==> config.mk <==
export PLATFORM = sky130hd
export DESIGN_NAME = sorted_multiset_insert_delete_flat
export DESIGN_NICKNAME = d
export VERILOG_FILES = /design/src/smid_pkg.sv /design/src/smid_req_if.sv /design/src/smid_rsp_if.sv /design/src/sorted_multiset_insert_delete.sv /design/src/smid_cell.sv /design/src/smid_obuf.sv /design/src/flat_wrapper.sv
export SDC_FILE = /design/constraint.sdc
export NUM_CORES = 2
export LEC_CHECK = 0
export BUFFER_PORTS_ARGS = -buffer_cell sky130_fd_sc_hd__buf_2
export CORE_ASPECT_RATIO = 0.7
export CORE_UTILIZATION = 60
export CTS_BUF_LIST = sky130_fd_sc_hd__clkbuf_8 sky130_fd_sc_hd__clkbuf_16
export CTS_CLUSTER_SIZE = 40
export DETAILED_ROUTE_END_ITERATION = 6
export GPL_ROUTABILITY_DRIVEN = 0
export PLACE_DENSITY_LB_ADDON = 0.05
export SYNTH_ARGS = -nofsm -noshare
export SYNTH_HDL_FRONTEND = slang
export SYNTH_SLANG_ARGS = --single-unit
==> constraint.sdc <==
create_clock -name clk_i -period 5.8 [get_ports clk_i]
set_input_delay 0.58 -clock clk_i [delete_from_list [all_inputs] [get_ports clk_i]]
set_output_delay 0.58 -clock clk_i [all_outputs]
set_load 0.01 [all_outputs]
==> src/smid_pkg.sv <==
`default_nettype none

package smid_pkg;

  // Number of cells in the table.
  localparam int unsigned CAPACITY = 16;

  // Width of the fill count, wide enough to hold CAPACITY itself.
  localparam int unsigned CNT_W = $clog2(CAPACITY + 1);

  // Widths of the fields carried on the channels.
  localparam int unsigned VALUE_W = 32;
  localparam int unsigned ENTRY_COUNT_W = 5;

  typedef enum logic {
    REQ_INSERT = 1'b0,
    REQ_DELETE = 1'b1
  } req_type_e;

  typedef enum logic [1:0] {
    ST_OK        = 2'd0,
    ST_EMPTY     = 2'd1,
    ST_NOT_FOUND = 2'd2,
    ST_FULL      = 2'd3
  } status_e;

  // Operation broadcast to every cell.
  typedef struct packed {
    logic do_insert;
    logic do_delete;
  } cell_ctl_t;

  // Where a cell sits relative to the current fill level.
  typedef struct packed {
    logic occupied;
    logic at_end;
  } cell_pos_t;

  // One result word.
  typedef struct packed {
    status_e                  status;
    logic [ENTRY_COUNT_W-1:0] entry_count;
  } rsp_t;

endpackage

`default_nettype wire

==> src/smid_req_if.sv <==
`default_nettype none

interface smid_req_if
  import smid_pkg::*;
  ();

  logic                      valid;
  logic                      ready;
  req_type_e                 req_type;
  logic signed [VALUE_W-1:0] value;

  modport source (output valid, output req_type, output value, input ready);
  modport sink (input valid, input req_type, input value, output ready);

endinterface

`default_nettype wire

==> src/smid_rsp_if.sv <==
`default_nettype none

interface smid_rsp_if
  import smid_pkg::*;
  ();

  logic                     valid;
  logic                     ready;
  status_e                  status;
  logic [ENTRY_COUNT_W-1:0] entry_count;

  modport source (output valid, output status, output entry_count, input ready);
  modport sink (input valid, input status, input entry_count, output ready);

endinterface

`default_nettype wire

==> src/sorted_multiset_insert_delete.sv <==
`default_nettype none

// Channel  Dir  Word fields                Role
// req_i    in   req_type, value            insert or delete one value
// rsp_o    out  status, entry_count        one result word per request
//
// Every cell compares its entry with the request value and shifts to its
// neighbor in the same cycle, so one request is accepted per cycle while
// the result queue has room. The result word reaches rsp_o in the cycle
// after acceptance when no earlier word is still waiting. Reset clears the
// fill count and the result queue; the entries need none. A two-word result
// queue keeps requests flowing while rsp_o is stalled; req_i stalls only
// when both words are waiting.

module sorted_multiset_insert_delete
  import smid_pkg::*;
(
  input  wire      clk_i,
  input  wire      rst_ni,
  smid_req_if.sink req_i,
  smid_rsp_if.source rsp_o
);

  logic [CNT_W-1:0]          count_q, count_d;
  logic                      accept;
  logic                      buf_ready;
  logic                      full;
  logic                      found;
  logic [CAPACITY-1:0]       eq_vec;
  logic [CAPACITY-1:0]       ins_vec;
  logic signed [VALUE_W-1:0] cell_word [CAPACITY];
  cell_ctl_t                 ctl;
  rsp_t                      rsp_word;

  assign req_i.ready = buf_ready;
  assign accept = req_i.valid && buf_ready;
  assign full = (count_q == CNT_W'(CAPACITY));
  assign found = |eq_vec;

  // Decide the operation and the result for the accepted word.
  always_comb begin
    ctl = '0;
    count_d = count_q;
    rsp_word.status = ST_OK;
    if (req_i.req_type == REQ_INSERT) begin
      if (full) begin
        rsp_word.status = ST_FULL;
      end else begin
        ctl.do_insert = accept;
        count_d = count_q + CNT_W'(1);
      end
    end else begin
      if (count_q == '0) begin
        rsp_word.status = ST_EMPTY;
      end else if (!found) begin
        rsp_word.status = ST_NOT_FOUND;
      end else begin
        ctl.do_delete = accept;
        count_d = count_q - CNT_W'(1);
      end
    end
    rsp_word.entry_count = ENTRY_COUNT_W'(count_d);
  end

  always_ff @(posedge clk_i or negedge rst_ni) begin
    if (!rst_ni) begin
      count_q <= '0;
    end else if (accept) begin
      count_q <= count_d;
    end
  end

  // Cells chained left and right; the request value enters at cell 0.
  for (genvar i = 0; i < CAPACITY; i++) begin : g_cell
    cell_pos_t                 pos;
    logic                      left_ins;
    logic signed [VALUE_W-1:0] left_word;
    logic signed [VALUE_W-1:0] right_word;

    assign pos.occupied = (CNT_W'(i) < count_q);
    assign pos.at_end = (CNT_W'(i) == count_q);

    if (i == 0) begin : g_first
      assign left_ins = 1'b0;
      assign left_word = req_i.value;
    end else begin : g_inner_left
      assign left_ins = ins_vec[i-1];
      assign left_word = cell_word[i-1];
    end

    if (i == CAPACITY - 1) begin : g_last
      assign right_word = cell_word[i];
    end else begin : g_inner_right
      assign right_word = cell_word[i+1];
    end

    smid_cell u_cell (
      .clk_i        (clk_i),
      .ctl_i        (ctl),
      .pos_i        (pos),
      .value_i      (req_i.value),
      .left_ins_i   (left_ins),
      .left_word_i  (left_word),
      .right_word_i (right_word),
      .ins_here_o   (ins_vec[i]),
      .eq_o         (eq_vec[i]),
      .word_o       (cell_word[i])
    );
  end

  smid_obuf u_obuf (
    .clk_i       (clk_i),
    .rst_ni      (rst_ni),
    .push_i      (accept),
    .push_word_i (rsp_word),
    .ready_o     (buf_ready),
    .rsp_o       (rsp_o)
  );

endmodule

`default_nettype wire

==> src/smid_cell.sv <==
`default_nettype none

module smid_cell
  import smid_pkg::*;
(
  input  wire                       clk_i,
  input  wire cell_ctl_t            ctl_i,
  input  wire cell_pos_t            pos_i,
  input  wire logic signed [VALUE_W-1:0] value_i,
  input  wire                       left_ins_i,
  input  wire logic signed [VALUE_W-1:0] left_word_i,
  input  wire logic signed [VALUE_W-1:0] right_word_i,
  output logic                      ins_here_o,
  output logic                      eq_o,
  output logic signed [VALUE_W-1:0] word_o
);

  logic signed [VALUE_W-1:0] word_q;
  logic signed [VALUE_W-1:0] word_d;
  logic                      gt;
  logic                      ge;

  // Compare the stored word against the request value.
  assign gt = pos_i.occupied && (word_q > value_i);
  assign ge = pos_i.occupied && (word_q >= value_i);
  assign eq_o = pos_i.occupied && (word_q == value_i);

  // The insert point and everything above it move up; the first free cell joins in.
  assign ins_here_o = gt || pos_i.at_end;

  // Shift right on insert, shift left on delete from the first match onward.
  always_comb begin
    word_d = word_q;
    if (ctl_i.do_insert && ins_here_o) begin
      word_d = left_ins_i ? left_word_i : value_i;
    end else if (ctl_i.do_delete && ge) begin
      word_d = right_word_i;
    end
  end

  always_ff @(posedge clk_i) begin
    word_q <= word_d;
  end

  assign word_o = word_q;

endmodule

`default_nettype wire

==> src/smid_obuf.sv <==
`default_nettype none

module smid_obuf
  import smid_pkg::*;
(
  input  wire        clk_i,
  input  wire        rst_ni,
  input  wire        push_i,
  input  wire rsp_t  push_word_i,
  output logic       ready_o,
  smid_rsp_if.source rsp_o
);

  logic head_vld_q, head_vld_d;
  logic skid_vld_q, skid_vld_d;
  rsp_t head_q, head_d;
  rsp_t skid_q, skid_d;
  logic pop;

  assign pop = head_vld_q && rsp_o.ready;
  assign ready_o = !skid_vld_q;

  // Two-entry queue: the head drives the port, the skid slot absorbs a stall.
  always_comb begin
    head_vld_d = head_vld_q;
    skid_vld_d = skid_vld_q;
    head_d = head_q;
    skid_d = skid_q;
    if (pop) begin
      if (skid_vld_q) begin
        head_d = skid_q;
        head_vld_d = 1'b1;
        skid_vld_d = push_i;
        skid_d = push_word_i;
      end else begin
        head_vld_d = push_i;
        head_d = push_word_i;
      end
    end else if (push_i) begin
      if (!head_vld_q) begin
        head_vld_d = 1'b1;
        head_d = push_word_i;
      end else begin
        skid_vld_d = 1'b1;
        skid_d = push_word_i;
      end
    end
  end

  always_ff @(posedge clk_i or negedge rst_ni) begin
    if (!rst_ni) begin
      head_vld_q <= 1'b0;
      skid_vld_q <= 1'b0;
    end else begin
      head_vld_q <= head_vld_d;
      skid_vld_q <= skid_vld_d;
    end
  end

  always_ff @(posedge clk_i) begin
    head_q <= head_d;
    skid_q <= skid_d;
  end

  assign rsp_o.valid = head_vld_q;
  assign rsp_o.status = head_q.status;
  assign rsp_o.entry_count = head_q.entry_count;

endmodule

`default_nettype wire
==> src/flat_wrapper.sv <==
// flat-port wrapper written by rule: the top's interface ports become plain ports
module sorted_multiset_insert_delete_flat import smid_pkg::*;
  (clk_i, rst_ni, req_i_valid, req_i_req_type, req_i_value, req_i_ready, rsp_o_valid, rsp_o_status, rsp_o_entry_count, rsp_o_ready);
  smid_req_if req_i_i ();
  smid_rsp_if rsp_o_i ();
  input  wire clk_i;
  input  wire rst_ni;
  input wire logic [$bits(req_i_i.valid)-1:0] req_i_valid;
  input wire logic [$bits(req_i_i.req_type)-1:0] req_i_req_type;
  input wire logic [$bits(req_i_i.value)-1:0] req_i_value;
  output wire logic [$bits(req_i_i.ready)-1:0] req_i_ready;
  output wire logic [$bits(rsp_o_i.valid)-1:0] rsp_o_valid;
  output wire logic [$bits(rsp_o_i.status)-1:0] rsp_o_status;
  output wire logic [$bits(rsp_o_i.entry_count)-1:0] rsp_o_entry_count;
  input wire logic [$bits(rsp_o_i.ready)-1:0] rsp_o_ready;
  assign req_i_i.valid = req_i_valid;
  assign req_i_i.req_type = req_i_req_type;
  assign req_i_i.value = req_i_value;
  assign req_i_ready = req_i_i.ready;
  assign rsp_o_valid = rsp_o_i.valid;
  assign rsp_o_status = rsp_o_i.status;
  assign rsp_o_entry_count = rsp_o_i.entry_count;
  assign rsp_o_i.ready = rsp_o_ready;
  sorted_multiset_insert_delete u_core (.clk_i(clk_i), .rst_ni(rst_ni), .req_i(req_i_i), .rsp_o(rsp_o_i));
endmodule
==> results.cfg <==
[run_status]
status = finished with violations
violations = DRC

[clock_tree]
clock_sinks = 533
cts_tree = built
root_buffer = clkbuf_16
cts-htree-levels = 2
cts_resized = 0
clk_latency_ns = 0.65
cts.clk_slew.worst_paths_ns = 0.06
clockBufferDepth = 3
cts_hold_buf = 1
cts_buffers = 56
cts_setup_buffers = 0

[detailed_routing]
first_pass_iters = 7
drtIter0Drc = 4978
vias = 32680
drc = 1
postRouteAntennaNets = 0
detail_route.vias_per_cell = 6.851
routedWlPerCell_um = 26.14
postRouteWirelength_um = 124700

[logic_synthesis]
synth_area_leaders = edfxtp_1 40%, ha_1 16%, a21oi_1 8.0%, mux2i_1 7.5%, mux2_2 5.4%
ys_async_sr_fraction = 0.01313
synth_area_per_cell_um2 = 10.29
synth_ff_type = edfxtp_1
ys_ff_latch = 533
yosysWarnings = 0
synth_top_area_cell = edfxtp_1
netlist_instances = 3830
synth_area_um2 = 39430
ys_types = 81
yosysSeqAreaShare = 0.4051
synth_edf_count = 526
syn_nets = 4384
synth_top_area_share = 0.4006

[global_route]
antenna_found_initial = 0
grt.total_usage = 0.3674
grt_max_degree = 68
grt_pass1_wl_um = 187300
globalRouteOverflowTotal = 0
grt_pass1_vias = 30910

[power_and_ir_drop]
pwr-share-comb = 0.325
seq_power_share = 0.404
p_total_w = 0.01311
p_clk_frac = 0.271
intPower_w = 0.008468
p_sw_w = 0.004642
switching_share = 0.3541
power_leakage_nw = 17.60
ir_drop_uv = 270.2
cellPowerDensity_nw_per_um2 = 305.9

[place]
hpwlAfterDp_um = 96290
portBuffers = 45

[timing]
hold_viol_final = 0
layout_min_cycle_time_ns = 5.052
finalSetupViolations = 0
fin_crit_sh = 0.8710
max-slew-margin-rel = 0.2165
finalSetupTns_ns = 0
slew_violations = 0
timing.fmax_mhz = 198.0
rsz0062_at_grt = false
clock_skew_ns = 0.02324
holdWs_ns = 0.1803
tightest_slew_ns = 1.166

[critical_path]
endpoint_kind = flip-flop
crit_slowest_cell = nor4_1
r2r-end = u_core.g_cell[6].u_cell.word_o[22]
cp_top_family = simple AND/OR/NAND/NOR gates
critPathMaxStageDelay_ns = 0.60
critical_path_class = in -> reg
start_kind = input port
crit_path_max_fanout = 17
cp_num_buf_inv = 5
crit_required_ns = 6.14
reg2reg_setup_slack_ns = 0.76
reg2reg_from = u_core.count_q[0]
ff2ff_path_depth = 10
path_cells = buf_2 -> inv_1 -> buf_4 -> ha_1 -> nand4_1 -> nor4_1 -> nand3_1 -> o221ai_1 -> a211oi_1 -> nand4_1 -> and3_1 -> buf_4 -> a31o_2 -> buf_12
critPathArrivalTime_ns = 5.39

[finish]
drive_above_1_share = 0.1249
multi_input_area_um2 = 22440
seq_area_um2 = 15970
layout_commonest_cell = a21oi_1
areaGrowthSynthToFinish_pct = 8.695
most-common-layout-cells = 627 x a21oi_1, 526 x edfxtp_1, 517 x ha_1, 358 x nor2_1, 295 x mux2i_1
fillCellCount = 5018
antenna_cells = 0
nNetsFinal = 4400

[die]
die_h_um = 216.5
rows = 78
die_w_um = 308.4
ioPinCount = 46
core_area_um2 = 64900
die-area_um2 = 66760
start_util = 0.6075

[hold_path]
worstHoldStart = rsp_o_ready
hp-class = in -> reg
hold-path-endpoint = u_core.u_obuf.skid_vld_q
holdPathStages = 2

[flow_run]
maxCapViolations = 0
[sequential cells by signal (all words and copies together) (netlist names)]
name	flops
u_core.u_obuf.rsp_o.status	2
u_core.u_obuf.skid_vld_q	1
u_core.u_obuf.rsp_o.valid	1
u_core.u_obuf.rsp_o.entry_count	5
u_core.u_obuf.skid_q	7
u_core.count_q	5
u_core.g_cell.u_cell.word_o	512
[Yosys cell counts, types with 15 or more instances]
| master | number |
|---|---|
| edfxtp_1 | 526 |
| nor3_1 | 26 |
| clkbuf_1 | 129 |
| a31oi_1 | 76 |
| nor2b_1 | 26 |
| o31ai_1 | 15 |
| ha_1 | 517 |
| inv_1 | 78 |
| a21o_1 | 97 |
| o211ai_1 | 18 |
| a211oi_1 | 16 |
| and4_1 | 16 |
| a21oi_1 | 630 |
| mux2i_1 | 295 |
| and2_1 | 15 |
| buf_2 | 61 |
| nand3_1 | 51 |
| mux2_2 | 189 |
| nand4_1 | 115 |
| or3_1 | 34 |
| nand2_1 | 173 |
| o21ai_0 | 174 |
| nor2_1 | 359 |
[worst reg2reg max path, cell delays in order, from the launching register on]
cell,delay [ns]
dfrtp_1,0.74
inv_1,0.31
ha_1,0.41
nor2b_1,0.31
a31oi_1,0.78
and2_4,0.74
buf_4,0.49
nand2_1,0.09
buf_4,0.29
o21ai_4,0.10
buf_4,0.41
[area by class of cell]
class	count	share of cell area
inverters	79	0.006919
well taps	880	0.02569
flip-flops and latches	533	0.3726
repair buffers	177	0.03048
clock inverters	45	0.007299
clock buffers	57	0.03328
multi-input cells	2999	0.5237
[how the worst max path moves through the flow]
stage,endpoint,start,cells past startpoint
floorplan,u_core.g_cell[1].u_cell.word_o[0],req_i_value[31],10
global placement,u_core.g_cell[2].u_cell.word_o[27],req_i_value[21],13
detailed placement,u_core.g_cell[2].u_cell.word_o[26],req_i_value[29],13
CTS,u_core.g_cell[2].u_cell.word_o[25],req_i_value[20],13
global route,u_core.g_cell[2].u_cell.word_o[26],req_i_value[31],14
finish,u_core.g_cell[2].u_cell.word_o[27],req_i_value[31],14
[stage by stage]
step | setup WS (ns) | utilization | instances | cell area (um^2)
floorplan | 0.2783 | - | 3830 | 39430
global placement | 0.5623 | 0.6334 | 4667 | 41110
detailed placement | 0.4900 | 0.6334 | 4667 | 41110
CTS | 1.137 | 0.6603 | 4770 | 42860
global route | 0.6255 | 0.6603 | 4770 | 42860
finish | 0.7485 | 0.6603 | 4770 | 42860
[power by group through the flow]
stage	registers, W	clock network, W	logic, W
floorplan	0.00516	0	0.00298
global placement	0.00533	0	0.00396
detailed placement	0.00534	0	0.00413
CTS	0.00526	0.00358	0.00414
global route	0.00532	0.00372	0.00459
finish	0.00530	0.00355	0.00426
[logic make-up (layout without fill, tap and decap cells)]
| group | count (synthesis) | count (layout) | synth area share |
|---|---|---|---|
| simple gates | 863 | 863 | 0.1035 |
| fa+ha+maj | 517 | 517 | 0.1641 |
| mux | 488 | 488 | 0.1300 |
| flops | 533 | 533 | 0.4051 |
| compound gates | 1124 | 1124 | 0.1631 |
| xor+xnor | 7 | 7 | 0.001555 |
| buf+inv | 298 | 358 | 0.03269 |
[metal layers]
layer / vias up / routed length, um / global-route usage
met4: 0 / 4337 / 0.1305
li1: 14720 / - / -
met3: 242 / 14480 / 0.08351
met2: 1992 / 50330 / 0.5096
met1: 15720 / 55540 / 0.5563
met5: - / 0 / 0
Power figures use the tool's default switching activity.
